## src/sv/xmr_pkg.sv

```systemverilog
// ----------------------------------------------------------------------------
// XMODEM receiver package
// Shared types, protocol byte codes and register indexes.
// ----------------------------------------------------------------------------
package xmr_pkg;

	localparam logic [7:0] B_SOH = 8'h01;
	localparam logic [7:0] B_STX = 8'h02;
	localparam logic [7:0] B_EOT = 8'h04;
	localparam logic [7:0] B_ACK = 8'h06;
	localparam logic [7:0] B_NAK = 8'h15;
	localparam logic [7:0] B_CAN = 8'h18;
	localparam logic [7:0] B_C   = 8'h43;

	localparam logic [4:0] RETRANS_RESET = 5'd25;

	typedef enum logic [1:0] {
		IK_START = 2'd0,
		IK_BYTE  = 2'd1,
		IK_TICK  = 2'd2,
		IK_NONE  = 2'd3
	} in_kind_t;

	typedef enum logic [1:0] {
		OK_TX     = 2'd0,
		OK_DATA   = 2'd1,
		OK_FINISH = 2'd2
	} out_kind_t;

	typedef enum logic [2:0] {
		REG_DEST_SIZE = 3'd0,
		REG_START_TO  = 3'd1,
		REG_BYTE_TO   = 3'd2,
		REG_FLUSH     = 3'd3,
		REG_MAX_RETR  = 3'd4
	} reg_idx_t;

	typedef enum logic [3:0] {
		PH_IDLE  = 4'd0,
		PH_PROBE = 4'd1,
		PH_CANW  = 4'd2,
		PH_BLOCK = 4'd3,
		PH_FLUSH = 4'd4
	} phase_t;

	typedef enum logic [1:0] {
		PR_NONE = 2'd0,
		PR_C    = 2'd1,
		PR_NAK  = 2'd2
	} probe_t;

	typedef enum logic [2:0] {
		ACT_NONE   = 3'd0,
		ACT_NAK    = 3'd1,
		ACT_END    = 3'd2,
		ACT_CANCEL = 3'd3,
		ACT_SYNC   = 3'd4,
		ACT_RETRY  = 3'd5
	} act_t;

	typedef enum logic [1:0] {
		ST_NORMAL = 2'd0,
		ST_CANCEL = 2'd1,
		ST_SYNC   = 2'd2,
		ST_RETRY  = 2'd3
	} status_t;

	typedef struct packed {
		logic [1:0]  out_kind;
		logic [7:0]  out_byte;
		logic [23:0] offset;
		logic [23:0] total_length;
		logic [1:0]  status;
		logic        last;
	} result_t;

	// Up to four results from one input item, already ordered.
	typedef struct packed {
		logic [2:0]  count;
		result_t [3:0] res;
	} result_group_t;

	typedef struct packed {
		logic [23:0] dest_size;
		logic [15:0] start_to;
		logic [15:0] byte_to;
		logic [15:0] flush_to;
		logic [4:0]  max_retrans;
	} cfg_t;

	function automatic logic [15:0] crc_feed(input logic [15:0] crc, input logic [7:0] b);
		logic [15:0] c;
		c = crc ^ {b, 8'h00};
		for (int i = 0; i < 8; i++) begin
			if (c[15]) c = {c[14:0], 1'b0} ^ 16'h1021;
			else c = {c[14:0], 1'b0};
		end
		return c;
	endfunction

	function automatic result_t mk_res(input logic [1:0] k, input logic [7:0] b,
		input logic [23:0] off, input logic [23:0] tot, input logic [1:0] st);
		result_t r;
		r.out_kind = k;
		r.out_byte = b;
		r.offset = off;
		r.total_length = tot;
		r.status = st;
		r.last = 1'b0;
		return r;
	endfunction

endpackage

```

## src/sv/xmr_if.sv

```systemverilog
// ----------------------------------------------------------------------------
// XMODEM receiver channel interfaces
// Valid/ready channels for input items and result items.
// ----------------------------------------------------------------------------
interface xmr_in_if;
	logic       valid;
	logic       ready;
	logic [1:0] kind;
	logic [7:0] rx_byte;
	modport source(output valid, kind, rx_byte, input ready);
	modport sink(input valid, kind, rx_byte, output ready);
endinterface

interface xmr_out_if;
	logic        valid;
	logic        ready;
	logic [1:0]  out_kind;
	logic [7:0]  out_byte;
	logic [23:0] offset;
	logic [23:0] total_length;
	logic [1:0]  status;
	logic        last;
	modport source(output valid, out_kind, out_byte, offset, total_length, status, last,
		input ready);
	modport sink(input valid, out_kind, out_byte, offset, total_length, status, last,
		output ready);
endinterface

```

## src/sv/xmodem_block_receiver_unit.sv

```systemverilog
// ----------------------------------------------------------------------------
// XMODEM block receiver
// CRC/checksum XMODEM receiver with payload write and session results.
// ----------------------------------------------------------------------------
// Channel   Dir  Payload
// in_ch     in   kind, rx_byte
// out_ch    out  out_kind, out_byte, offset, total_length, status, last
// cfg       in   cfg_we, cfg_index, cfg_data (write only)
//
// One input transaction is taken per cycle while the result queue has room
// for four entries; its results enter the queue at that same edge.
// Results leave one per cycle when taken; ready drops with over four queued.
// Reset puts the session idle and restores the register defaults.
module xmodem_block_receiver_unit
	import xmr_pkg::*;
#(
	parameter int TRIES_PER_ROUND = 16
) (
	input  logic        clk,
	input  logic        arst_n,
	input  logic        cfg_we,
	input  logic [2:0]  cfg_index,
	input  logic [23:0] cfg_data,
	xmr_in_if.sink      in_ch,
	xmr_out_if.source   out_ch
);
	cfg_t          cfg;
	result_group_t grp;
	logic          room4, step;

	assign in_ch.ready = room4;
	assign step = in_ch.valid && room4;

	xmr_cfg u_cfg (
		.clk(clk), .arst_n(arst_n), .cfg_we(cfg_we), .cfg_index(cfg_index),
		.cfg_data(cfg_data), .cfg(cfg)
	);

	xmr_core #(.TRIES_PER_ROUND(TRIES_PER_ROUND)) u_core (
		.clk(clk), .arst_n(arst_n), .cfg(cfg), .step(step), .kind(in_ch.kind),
		.rx_byte(in_ch.rx_byte), .grp(grp)
	);

	xmr_outq u_outq (
		.clk(clk), .arst_n(arst_n), .push(step), .grp(grp), .room4(room4),
		.out_ch(out_ch)
	);
endmodule

```

## src/sv/xmr_cfg.sv

```systemverilog
// ----------------------------------------------------------------------------
// XMODEM receiver configuration registers
// Holds the five settings; a timeout of zero is presented as one.
// ----------------------------------------------------------------------------
module xmr_cfg
	import xmr_pkg::*;
(
	input  logic        clk,
	input  logic        arst_n,
	input  logic        cfg_we,
	input  logic [2:0]  cfg_index,
	input  logic [23:0] cfg_data,
	output cfg_t        cfg
);
	logic [23:0] dest_q;
	logic [15:0] st_q, bt_q, fl_q;
	logic [4:0]  mr_q;

	always_ff @(posedge clk or negedge arst_n) begin
		if (!arst_n) begin
			dest_q <= 24'hFFFFFF;
			st_q <= 16'd2000;
			bt_q <= 16'd1000;
			fl_q <= 16'd1500;
			mr_q <= RETRANS_RESET;
		end else if (cfg_we) begin
			unique case (cfg_index)
				REG_DEST_SIZE: dest_q <= cfg_data;
				REG_START_TO:  st_q <= cfg_data[15:0];
				REG_BYTE_TO:   bt_q <= cfg_data[15:0];
				REG_FLUSH:     fl_q <= cfg_data[15:0];
				REG_MAX_RETR:  mr_q <= cfg_data[4:0];
				default: ;
			endcase
		end
	end

	always_comb begin
		cfg.dest_size = dest_q;
		cfg.start_to = (st_q == 16'd0) ? 16'd1 : st_q;
		cfg.byte_to = (bt_q == 16'd0) ? 16'd1 : bt_q;
		cfg.flush_to = (fl_q == 16'd0) ? 16'd1 : fl_q;
		cfg.max_retrans = mr_q;
	end
endmodule

```

## src/sv/xmr_core.sv

```systemverilog
// ----------------------------------------------------------------------------
// XMODEM receiver protocol core
// Session state and the single-pass next-state and result logic.
// ----------------------------------------------------------------------------
module xmr_core
	import xmr_pkg::*;
#(
	parameter int TRIES_PER_ROUND = 16
) (
	input  logic          clk,
	input  logic          arst_n,
	input  cfg_t          cfg,
	input  logic          step,
	input  logic [1:0]    kind,
	input  logic [7:0]    rx_byte,
	output result_group_t grp
);
	localparam logic [4:0] TRIES = 5'(TRIES_PER_ROUND);

	phase_t      phase_q, phase_n;
	logic [4:0]  try_q, try_n;
	probe_t      probe_q, probe_n;
	logic        crcm_q, crcm_n;
	logic [7:0]  exp_q, exp_n;
	logic [4:0]  retr_q, retr_n;
	logic [23:0] clen_q, clen_n;
	logic [10:0] idx_q, idx_n;
	logic        long_q, long_n;
	logic [7:0]  bnum_q, bnum_n, bcmp_q, bcmp_n;
	logic [15:0] crc_q, crc_n;
	logic [7:0]  sum_q, sum_n, crch_q, crch_n;
	logic [15:0] tmr_q, tmr_n;
	act_t        act_q, act_n;

	result_group_t g;

	always_ff @(posedge clk or negedge arst_n) begin
		if (!arst_n) begin
			phase_q <= PH_IDLE; try_q <= '0; probe_q <= PR_C; crcm_q <= 1'b0;
			exp_q <= 8'd1; retr_q <= RETRANS_RESET; clen_q <= '0; idx_q <= '0;
			long_q <= 1'b0; bnum_q <= '0; bcmp_q <= '0; crc_q <= '0; sum_q <= '0;
			crch_q <= '0; tmr_q <= '0; act_q <= ACT_NONE;
		end else if (step) begin
			phase_q <= phase_n; try_q <= try_n; probe_q <= probe_n; crcm_q <= crcm_n;
			exp_q <= exp_n; retr_q <= retr_n; clen_q <= clen_n; idx_q <= idx_n;
			long_q <= long_n; bnum_q <= bnum_n; bcmp_q <= bcmp_n; crc_q <= crc_n;
			sum_q <= sum_n; crch_q <= crch_n; tmr_q <= tmr_n; act_q <= act_n;
		end
	end

	always_comb begin
		logic [15:0] tmr_inc;
		logic        do_next_try, do_probe, check_ok, blk_done, ok, is_new;
		logic [10:0] size;
		logic [4:0]  try_p1;
		logic [23:0] room, add;
		logic [24:0] off;
		logic [4:0]  retr_after;
		logic [7:0]  prev;

		phase_n = phase_q; try_n = try_q; probe_n = probe_q; crcm_n = crcm_q;
		exp_n = exp_q; retr_n = retr_q; clen_n = clen_q; idx_n = idx_q;
		long_n = long_q; bnum_n = bnum_q; bcmp_n = bcmp_q; crc_n = crc_q;
		sum_n = sum_q; crch_n = crch_q; tmr_n = tmr_q; act_n = act_q;
		g = '0;
		do_next_try = 1'b0;
		do_probe = 1'b0;
		blk_done = 1'b0;
		check_ok = 1'b0;
		ok = 1'b0;
		is_new = 1'b0;
		room = '0; add = '0; off = '0; retr_after = '0;
		size = long_q ? 11'd1024 : 11'd128;
		prev = exp_q - 8'd1;
		tmr_inc = (tmr_q == 16'hFFFF) ? tmr_q : tmr_q + 16'd1;
		try_p1 = try_q + 5'd1;

		unique case (kind)
			IK_START: begin
				try_n = '0; probe_n = PR_C; crcm_n = 1'b0; exp_n = 8'd1;
				retr_n = cfg.max_retrans; clen_n = '0; idx_n = '0; act_n = ACT_NONE;
				do_probe = 1'b1;
			end
			IK_BYTE: begin
				unique case (phase_q)
					PH_PROBE: begin
						if (rx_byte == B_SOH || rx_byte == B_STX) begin
							long_n = (rx_byte == B_STX);
							if (probe_q == PR_C) crcm_n = 1'b1;
							probe_n = PR_NONE; idx_n = '0; crc_n = '0; sum_n = '0;
							crch_n = '0; phase_n = PH_BLOCK; tmr_n = '0;
						end else if (rx_byte == B_EOT) begin
							act_n = ACT_END; phase_n = PH_FLUSH; tmr_n = '0;
						end else if (rx_byte == B_CAN) begin
							phase_n = PH_CANW; tmr_n = '0;
						end else do_next_try = 1'b1;
					end
					PH_CANW: begin
						if (rx_byte == B_CAN) begin
							act_n = ACT_CANCEL; phase_n = PH_FLUSH; tmr_n = '0;
						end else do_next_try = 1'b1;
					end
					PH_BLOCK: begin
						tmr_n = '0;
						idx_n = idx_q + 11'd1;
						if (idx_q == 11'd0) bnum_n = rx_byte;
						else if (idx_q == 11'd1) bcmp_n = rx_byte;
						else if (idx_q < size + 11'd2) begin
							// One extra bit keeps offsets past the 24-bit range from wrapping.
							off = {1'b0, clen_q} + 25'(idx_q - 11'd2);
							if (off < {1'b0, cfg.dest_size}) begin
								g.res[0] = mk_res(OK_DATA, rx_byte, off[23:0], '0, '0);
								g.count = 3'd1;
							end
							crc_n = crc_feed(crc_q, rx_byte);
							sum_n = sum_q + rx_byte;
						end else if (idx_q == size + 11'd2 && crcm_q) begin
							crch_n = rx_byte;
						end else begin
							blk_done = 1'b1;
							check_ok = (idx_q == size + 11'd2) ? (rx_byte == sum_q)
								: ({crch_q, rx_byte} == crc_q);
						end
					end
					PH_FLUSH: tmr_n = '0;
					default: ;
				endcase
			end
			IK_TICK: begin
				unique case (phase_q)
					PH_PROBE: begin
						tmr_n = tmr_inc;
						if (tmr_inc >= cfg.start_to) do_next_try = 1'b1;
					end
					PH_CANW: begin
						tmr_n = tmr_inc;
						if (tmr_inc >= cfg.byte_to) do_next_try = 1'b1;
					end
					PH_BLOCK: begin
						tmr_n = tmr_inc;
						if (tmr_inc >= cfg.byte_to) begin
							act_n = ACT_NAK; phase_n = PH_FLUSH; tmr_n = '0;
						end
					end
					PH_FLUSH: begin
						tmr_n = tmr_inc;
						if (tmr_inc >= cfg.flush_to) begin
							act_n = ACT_NONE;
							unique case (act_q)
								ACT_NAK: begin
									g.res[0] = mk_res(OK_TX, B_NAK, '0, '0, '0);
									g.count = 3'd1;
									try_n = '0; do_probe = 1'b1;
								end
								ACT_END, ACT_CANCEL: begin
									g.res[0] = mk_res(OK_TX, B_ACK, '0, '0, '0);
									g.res[1] = mk_res(OK_FINISH, '0, '0, clen_q,
										(act_q == ACT_END) ? ST_NORMAL : ST_CANCEL);
									g.count = 3'd2;
									phase_n = PH_IDLE;
								end
								ACT_SYNC, ACT_RETRY: begin
									g.res[0] = mk_res(OK_TX, B_CAN, '0, '0, '0);
									g.res[1] = g.res[0];
									g.res[2] = g.res[0];
									g.res[3] = mk_res(OK_FINISH, '0, '0, clen_q,
										(act_q == ACT_SYNC) ? ST_SYNC : ST_RETRY);
									g.count = 3'd4;
									phase_n = PH_IDLE;
								end
								default: begin
									try_n = '0; do_probe = 1'b1;
								end
							endcase
						end
					end
					default: ;
				endcase
			end
			default: ;
		endcase

		if (blk_done) begin
			ok = check_ok && (bnum_q == ~bcmp_q) && (bnum_q == exp_q || bnum_q == prev);
			is_new = (bnum_q == exp_q);
			if (!ok) begin
				act_n = ACT_NAK; phase_n = PH_FLUSH; tmr_n = '0;
			end else begin
				if (is_new) begin
					if (cfg.dest_size > clen_q) begin
						room = cfg.dest_size - clen_q;
						add = (room > 24'(size)) ? 24'(size) : room;
						clen_n = clen_q + add;
					end
					exp_n = exp_q + 8'd1;
					retr_after = cfg.max_retrans;
				end else retr_after = (retr_q != 5'd0) ? retr_q - 5'd1 : retr_q;
				retr_n = retr_after;
				if (retr_after == 5'd0) begin
					act_n = ACT_RETRY; phase_n = PH_FLUSH; tmr_n = '0;
				end else begin
					g.res[0] = mk_res(OK_TX, B_ACK, '0, '0, '0);
					g.count = 3'd1;
					try_n = '0; do_probe = 1'b1;
				end
			end
		end

		if (do_next_try) begin
			try_n = try_p1;
			if (try_p1 < TRIES) do_probe = 1'b1;
			else if (probe_q == PR_C) begin
				probe_n = PR_NAK; try_n = '0; do_probe = 1'b1;
			end else begin
				act_n = ACT_SYNC; phase_n = PH_FLUSH; tmr_n = '0;
			end
		end

		// The probe uses the probe char as it stands after this item's updates.
		if (do_probe) begin
			phase_n = PH_PROBE; tmr_n = '0;
			if (probe_n != PR_NONE) begin
				g.res[g.count[1:0]] = mk_res(OK_TX, (probe_n == PR_C) ? B_C : B_NAK,
					'0, '0, '0);
				g.count = g.count + 3'd1;
			end
		end

		if (g.count != 3'd0) g.res[2'(g.count - 3'd1)].last = 1'b1;
	end

	assign grp = g;
endmodule

```

## src/sv/xmr_outq.sv

```systemverilog
// ----------------------------------------------------------------------------
// XMODEM receiver result queue
// Eight-entry FIFO that takes a group of up to four results per cycle.
// ----------------------------------------------------------------------------
module xmr_outq
	import xmr_pkg::*;
(
	input  logic          clk,
	input  logic          arst_n,
	input  logic          push,
	input  result_group_t grp,
	output logic          room4,
	xmr_out_if.source     out_ch
);
	result_t    mem_q [8];
	logic [2:0] rd_q, wr_q;
	logic [3:0] cnt_q;
	logic       pop;
	logic [2:0] n_push;

	assign pop = out_ch.valid && out_ch.ready;
	assign n_push = push ? grp.count : 3'd0;
	assign room4 = (cnt_q <= 4'd4);

	always_ff @(posedge clk) begin
		for (int i = 0; i < 4; i++)
			if (3'(i) < n_push) mem_q[3'(wr_q + 3'(i))] <= grp.res[i];
	end

	always_ff @(posedge clk or negedge arst_n) begin
		if (!arst_n) begin
			rd_q <= '0; wr_q <= '0; cnt_q <= '0;
		end else begin
			wr_q <= wr_q + n_push;
			if (pop) rd_q <= rd_q + 3'd1;
			cnt_q <= cnt_q + 4'(n_push) - 4'(pop);
		end
	end

	always_comb begin
		out_ch.valid = (cnt_q != 4'd0);
		out_ch.out_kind = mem_q[rd_q].out_kind;
		out_ch.out_byte = mem_q[rd_q].out_byte;
		out_ch.offset = mem_q[rd_q].offset;
		out_ch.total_length = mem_q[rd_q].total_length;
		out_ch.status = mem_q[rd_q].status;
		out_ch.last = mem_q[rd_q].last;
	end
endmodule

```

## src/flat_wrapper.sv

```systemverilog
// flat-port wrapper written by rule: the top's interface ports become plain ports
module xmodem_block_receiver_unit_flat import xmr_pkg::*;
#(
	parameter int TRIES_PER_ROUND = 16
)
  (clk, arst_n, cfg_we, cfg_index, cfg_data, in_ch_valid, in_ch_kind, in_ch_rx_byte, in_ch_ready, out_ch_valid, out_ch_out_kind, out_ch_out_byte, out_ch_offset, out_ch_total_length, out_ch_status, out_ch_last, out_ch_ready);
  xmr_in_if in_ch_i ();
  xmr_out_if out_ch_i ();
  input  logic clk;
  input  logic arst_n;
  input  logic cfg_we;
  input  logic [2:0] cfg_index;
  input  logic [23:0] cfg_data;
  input wire logic [$bits(in_ch_i.valid)-1:0] in_ch_valid;
  input wire logic [$bits(in_ch_i.kind)-1:0] in_ch_kind;
  input wire logic [$bits(in_ch_i.rx_byte)-1:0] in_ch_rx_byte;
  output wire logic [$bits(in_ch_i.ready)-1:0] in_ch_ready;
  output wire logic [$bits(out_ch_i.valid)-1:0] out_ch_valid;
  output wire logic [$bits(out_ch_i.out_kind)-1:0] out_ch_out_kind;
  output wire logic [$bits(out_ch_i.out_byte)-1:0] out_ch_out_byte;
  output wire logic [$bits(out_ch_i.offset)-1:0] out_ch_offset;
  output wire logic [$bits(out_ch_i.total_length)-1:0] out_ch_total_length;
  output wire logic [$bits(out_ch_i.status)-1:0] out_ch_status;
  output wire logic [$bits(out_ch_i.last)-1:0] out_ch_last;
  input wire logic [$bits(out_ch_i.ready)-1:0] out_ch_ready;
  assign in_ch_i.valid = in_ch_valid;
  assign in_ch_i.kind = in_ch_kind;
  assign in_ch_i.rx_byte = in_ch_rx_byte;
  assign in_ch_ready = in_ch_i.ready;
  assign out_ch_valid = out_ch_i.valid;
  assign out_ch_out_kind = out_ch_i.out_kind;
  assign out_ch_out_byte = out_ch_i.out_byte;
  assign out_ch_offset = out_ch_i.offset;
  assign out_ch_total_length = out_ch_i.total_length;
  assign out_ch_status = out_ch_i.status;
  assign out_ch_last = out_ch_i.last;
  assign out_ch_i.ready = out_ch_ready;
  xmodem_block_receiver_unit #(.TRIES_PER_ROUND(TRIES_PER_ROUND)) u_core (.clk(clk), .arst_n(arst_n), .cfg_we(cfg_we), .cfg_index(cfg_index), .cfg_data(cfg_data), .in_ch(in_ch_i), .out_ch(out_ch_i));
endmodule
```

## config.mk

```make
export PLATFORM = sky130hd
export DESIGN_NAME = xmodem_block_receiver_unit_flat
export DESIGN_NICKNAME = d
export VERILOG_FILES = /design/src/sv/xmr_pkg.sv /design/src/sv/xmr_if.sv /design/src/sv/xmodem_block_receiver_unit.sv /design/src/sv/xmr_cfg.sv /design/src/sv/xmr_core.sv /design/src/sv/xmr_outq.sv /design/src/flat_wrapper.sv
export SDC_FILE = /design/constraint.sdc
export NUM_CORES = 2
export LEC_CHECK = 0
export ABC_AREA = 1
export BUFFER_PORTS_ARGS = -buffer_cell sky130_fd_sc_hd__buf_2
export CELL_PAD_IN_SITES_DETAIL_PLACEMENT = 0
export CELL_PAD_IN_SITES_GLOBAL_PLACEMENT = 1
export CORE_ASPECT_RATIO = 0.9
export CORE_MARGIN = 1.5
export CORE_UTILIZATION = 35
export DETAILED_ROUTE_END_ITERATION = 8
export PLACE_DENSITY_LB_ADDON = 0.05
export SYNTH_ARGS = -nofsm -noshare
export SYNTH_HDL_FRONTEND = slang
export SYNTH_SLANG_ARGS = --single-unit
export TNS_END_PERCENT = 50
```

## constraint.sdc

```tcl
create_clock -name clk -period 14.4 [get_ports clk]
set_input_delay 0.72 -clock clk [delete_from_list [all_inputs] [get_ports clk]]
set_output_delay 0.72 -clock clk [all_outputs]
set_load 0.05 [all_outputs]
```

======== Yosys cells after proc, flatten, opt, wreduce, memory -nomap -nowiden ========
Memory sizes are Yosys's and may differ from the RTL's.
Index checks and enable logic that the tools add are counted.
word-level totals
  flip-flop bits (word level) ............. 215
  latch bits .............................. 0
  bits in writable memories ............... 488
  ROM bits ................................ 0
  input bits .............................. 42
  output and inout port bits .............. 63
  memories ................................ 1
cells by class
  $add $sub $neg .......................... 21
  multiply operators ...................... 0
  divide/modulo/power cells ............... 0
  $lt $le $gt $ge ......................... 17
  equality and inequality tests ........... 40
  shifts and indexed selects .............. 0
  multiplexer cells ....................... 225
  bitwise gates (word level) .............. 11
  reductions and logical operators ........ 39
memory list
  name                 depth  width  rd ports  clocked after memory_dff  wr ports  RTL line        source
  u_core.u_outq.mem_q  8      61     1         0                         4         xmr_outq.sv:15  result_t mem_q [8];
operator list
  cell              number
  $mux 247          4
  $mux 16           54
  $bwmux 244        2
  $mux 60           5
  $demux 61 s2      2
  $mux 244          1
  $mux 61           4
  $pmux 61 s2       2
  $mux 183          1
  $pmux 56 s3       1
  $mux 24           6
  $mux 122          1
  $mux 13           8
  $mux 8            12
  $pmux 16 s2       3
  $mux 5            16
  $mux 4            14
  $ge 16x16->1      3
  $logic_not 16->1  3
  $pmux 16 s3       1
  $mux 1            46
  $mux 3            15
  $pmux 11 s2       2
  $eq 8x8->1        4
  other kinds (80)  143

======== Longest topological paths before layout ========
  depth in word-level cells ............... 56
  gate-level depth with buffers ........... 42
  mapped depth without buffers ............ 42

======== Hierarchy ========
From an unflattened synthesis, not the netlist that was laid out.
second synthesis, totals
  cells, all modules ...................... 9508
  area, all modules ....................... 61122.4 um^2
modules (own cells, without submodules)
  module                      instances  cells an instance  area an instance (um^2)  sequential area each (um^2)
  xmr_outq                    1          6532               40881.7                  14904.3
  xmr_core                    1          2599               16849.9                  3209.3
  xmr_cfg                     1          375                3383.2                   1984.4
  xmodem_block_receiver_unit  1          2                  7.5                      0.0

======== Worst setup path before layout ========
OpenSTA, ideal clock, no wires.
  path kind ............................... register to register
  start point ............................. reg u_core.u_core.idx_q[1]
  end point ............................... mem u_core.u_outq.mem_q[6][0] (netlist bit) (enable)
  arrival time ............................ 7756 ps
  data required time ...................... 13448 ps
  path slack .............................. 5692 ps
  cell stages (with the launch flop) ...... 30
  buffers on the path ..................... 1
  clock period less this slack ............ 8708 ps
  path through ............................ dfrtp_1 inv_1 ha_1 nand3_1 nor3_1 ha_1 a21oi_1 a21boi_0 o21ai_0 a21boi_0 o21ai_0 xnor2_1 inv_1 ha_1 inv_1 nor3_1 a211oi_1 nand2_1 nand2_1 nand2_1 nand2_1 nand4_1 nand2_1 ha_1 nand4_1 nand3_4 nand2_4 nand2_1 clkbuf_1 nand4_1
RTL lines
  item                      RTL line        source
  start: declaration        xmr_core.sv:27  logic [10:0] idx_q, idx_n;
  start signal: assignment  xmr_core.sv:45  exp_q <= exp_n; retr_q <= retr_n; clen_q <= clen_n; idx_q <= idx_n;
  end: declaration          xmr_outq.sv:15

==> flow_summary.ini <==
[floorplan]
num_rows = 121
dieWidth_um = 371
core_um2 = 121000
initial_core_util = 0.353
floorplan.die.height_um = 334
io_pins = 105
fp.dieArea_um2 = 124000

[global_route]
grt_pass1_wl_um = 244000
track_usage = 0.264
antenna_found_initial = 8
grt_pass1_vias = 36100
grt_max_degree = 156
grt_overflow = 0

[timing]
slew_violations = 0
finalCriticalPeriod_ns = 9.56
relSlewSlack = 0.150
finalCritPeriodShare = 0.664
setup_viol = 0
tightest_slew_ns = 1.27
fin_skew_ns = 0.0513
hold_slack_ns = 0.141
fmax_mhz = 105
final.setup.tns_ns = 0
rsz0062_at_grt = false
hold_viol = 0

[clock_network]
insertion_delay_ns = 0.72
clk_path_buf_depth = 3
cts_setup_buffers = 0
cts.sinks = 703
cts.clk_slew.worst_paths_ns = 0.06
cts-htree-levels = 3
cts_resized = 0
root_buffer = clkbuf_16
cts_tree = yes
ctsHoldBuffers = 0
cts_buffers = 83

[logic_synthesis]
netlist_area_um2 = 42600
synth_xor_area_frac = 0.0246
synth-seq-cells = 703
synth-simple-area-share = 0.218
synthMuxAreaShare = 0.000235
yosys_warnings = 0
synth.avg_cell_area_um2 = 8.18
synth_area_leader_cell = edfxtp_1
synth_edf_count = 488
synth_area_leaders = edfxtp_1 (34%), dfrtp_1 (9.6%), nor2_1 (8.4%), nand2_1 (7.3%), o21ai_0 (6.4%)
yosys.area.top_type_share = 0.344
yosys.area_share.adder = 0.0566
synth-compound-area-share = 0.159
yosysSeqAreaShare = 0.472
synthArstFlopShare = 0.306
netlist-cell-type-count = 62
syn_inst = 5208
synth_top_family_by_area = simple AND/OR/NAND/NOR gates
ys.flop_type = edfxtp_1

[detailed_routing]
firstDrtPassIters = 6
drt_iter0_drc = 3286
drc = 0
num_vias = 37500
viasPerCell = 5.44
detail-route-antenna-nets = 0
drt-total-wl_um = 165000
post_drt_wl_per_cell_um = 24.0

[finish]
layout_commonest_cell = nor2_1
final_cell_mix = nor2_1 (948), nand2_1 (824), o21ai_0 (547)
final_nets = 5450
layout-drive-gt1-share = 0.0862
area_growth_pct = 11.3
insertedDiodeCount = 0
postLayoutCoreUtil = 0.393
postLayoutCellArea_um2 = 47400

[worst_setup_path]
critical_path_arrival_ns = 9.88
crit_start = u_core.u_core.idx_q[1]
timing.critical_path.to = u_core.u_outq.mem_q[7][9]
rr_endpoint = u_core.u_outq.mem_q[7][9]
rrSetupSlack_ns = 4.84
cp_max_fo = 53
cp_slowest_stage_delay_ns = 0.93
regToRegStartpoint = u_core.u_core.idx_q[1]
crit_type = register to register
rr_worst_depth = 30
path_common_cell = nand2_1
cp-end-kind = register
slowest_stage = nor3_2
startpoint_type = register
cp_data_required_time_ns = 14.72

[power]
total_power_mw = 10.8
p_leak_nw = 19.9
irDropWorstVdd_mv = 0.138
power.density_nw_per_um2 = 228

[run_status]
outcome = completed

[placed_design]
io_buffers = 104
dpl.hpwl_um = 112000
place_congestion = 0.909
placed_area_um2 = 44700

[job]
drv_cap = 0

[hold_path]
hold_class = input port to asynchronous set/reset pin
[per-stage QoR]
stage	std cells	setup WS [ns]
2_1_floorplan	5219	5.69
3_3_place_gp	6733	5.19
3_5_place_dp	6733	4.98
4_1_cts	6887	4.96
5_1_grt	6887	4.28
6_report	6887	4.84
[final cells by class]
type | instances | area (um2)
multi-input cells | 3749 | 19700
inverters | 530 | 2000
clock buffers | 97 | 2190
flip-flops and latches | 703 | 20100
repair buffers | 152 | 903
fillers | 12500 | 73400
well taps | 1599 | 2000
clock inverters | 57 | 567
[layer usage]
metal  wire [um]  track usage  vias up
li1            -            -    17900
met1       77100        0.375    18300
met2       74800        0.421     1129
met3        8780       0.0330      243
met4        4620       0.0769        2
met5          20            0        -
[power breakdown]
group          internal [mW]  total (mW)  switching, mW
Sequential              2.44        2.75          0.301
Clock                   1.23        2.17          0.948
Combinational           1.52        5.90           4.38
[how the worst min path moves through the flow]
stage	depth (start not counted)	startpoint	slack [ns]	endpoint
2_1_floorplan	0	arst_n	0.42	asynchronous set/reset pin
3_3_place_gp	2	u_core.u_core.sum_q[0]	0.48	u_core.u_core.sum_q[0]
3_5_place_dp	2	u_core.u_core.sum_q[5]	0.48	u_core.u_core.sum_q[5]
4_1_cts	1	arst_n	0.13	u_core.u_cfg.st_q[11]
5_1_grt	1	arst_n	0.18	u_core.u_cfg.st_q[11]
6_report	1	arst_n	0.14	u_core.u_cfg.st_q[11]
[synthesized netlist by cell type (4+ instances only)]
cell	number
o21ai_1	4
buf_1	7
dfrtp_1	164
nand3b_1	10
edfxtp_1	488
fa_1	6
nor4_1	26
nand3_2	4
a31oi_1	94
nor2_1	948
nand2_4	10
xnor2_1	49
inv_2	36
nand4_1	47
nand3_1	231
ha_1	183
xor2_1	69
clkinv_1	7
o31ai_1	16
o211ai_1	13
a21o_1	5
o21a_1	7
buf_2	41
o21bai_1	12
nand2_1	831
dfstp_2	51
a22oi_1	8
inv_1	487
nor3_1	50
buf_4	5
clkbuf_1	181
or2_2	7
nor2_2	10
nand2_2	25
o22ai_1	266
nor2_4	9
o21ai_0	547
a21oi_1	210
[worst max-delay path: cells and delay by family, from the launching register on]
family                     cells  cell delay, ns
buffers and inverters          4            1.15
xor gates and xnor gates       1            0.67
AOI/OAI and AO/OA              6            1.46
and+or+nand+nor               15            4.07
adders and majority gates      4            1.24
DFF                            1            0.44
[sequential cells by signal, summed over array words and instances (netlist names), 5 cells and up, named ones only]
name	cells
u_core.u_core.sum_q	8
u_core.u_cfg.st_q	16
u_core.u_core.bcmp_q	8
u_core.u_core.clen_q	23
u_core.u_core.crch_q	8
u_core.u_outq.mem_q	488
u_core.u_core.bnum_q	8
u_core.u_cfg.mr_q	5
u_core.u_core.idx_q	11
u_core.u_core.retr_q	5
u_core.u_cfg.bt_q	16
u_core.u_cfg.dest_q	24
u_core.u_core.tmr_q	16
u_core.u_core.crc_q	16
u_core.u_cfg.fl_q	16
u_core.u_core.exp_q	8
u_core.u_core.try_q	5
[kinds of logic (layout without fill, tap and decap cells)]
kind of cell    Yosys count  in the layout
flops                   703            703
simple gates           2219           2219
mux                       1              1
other cells               1             12
buf+inv                 767            836
xor+xnor                119            119
fa+ha+maj               189            189
compound gates         1209           1209
(Power assumes the default switching activity.)
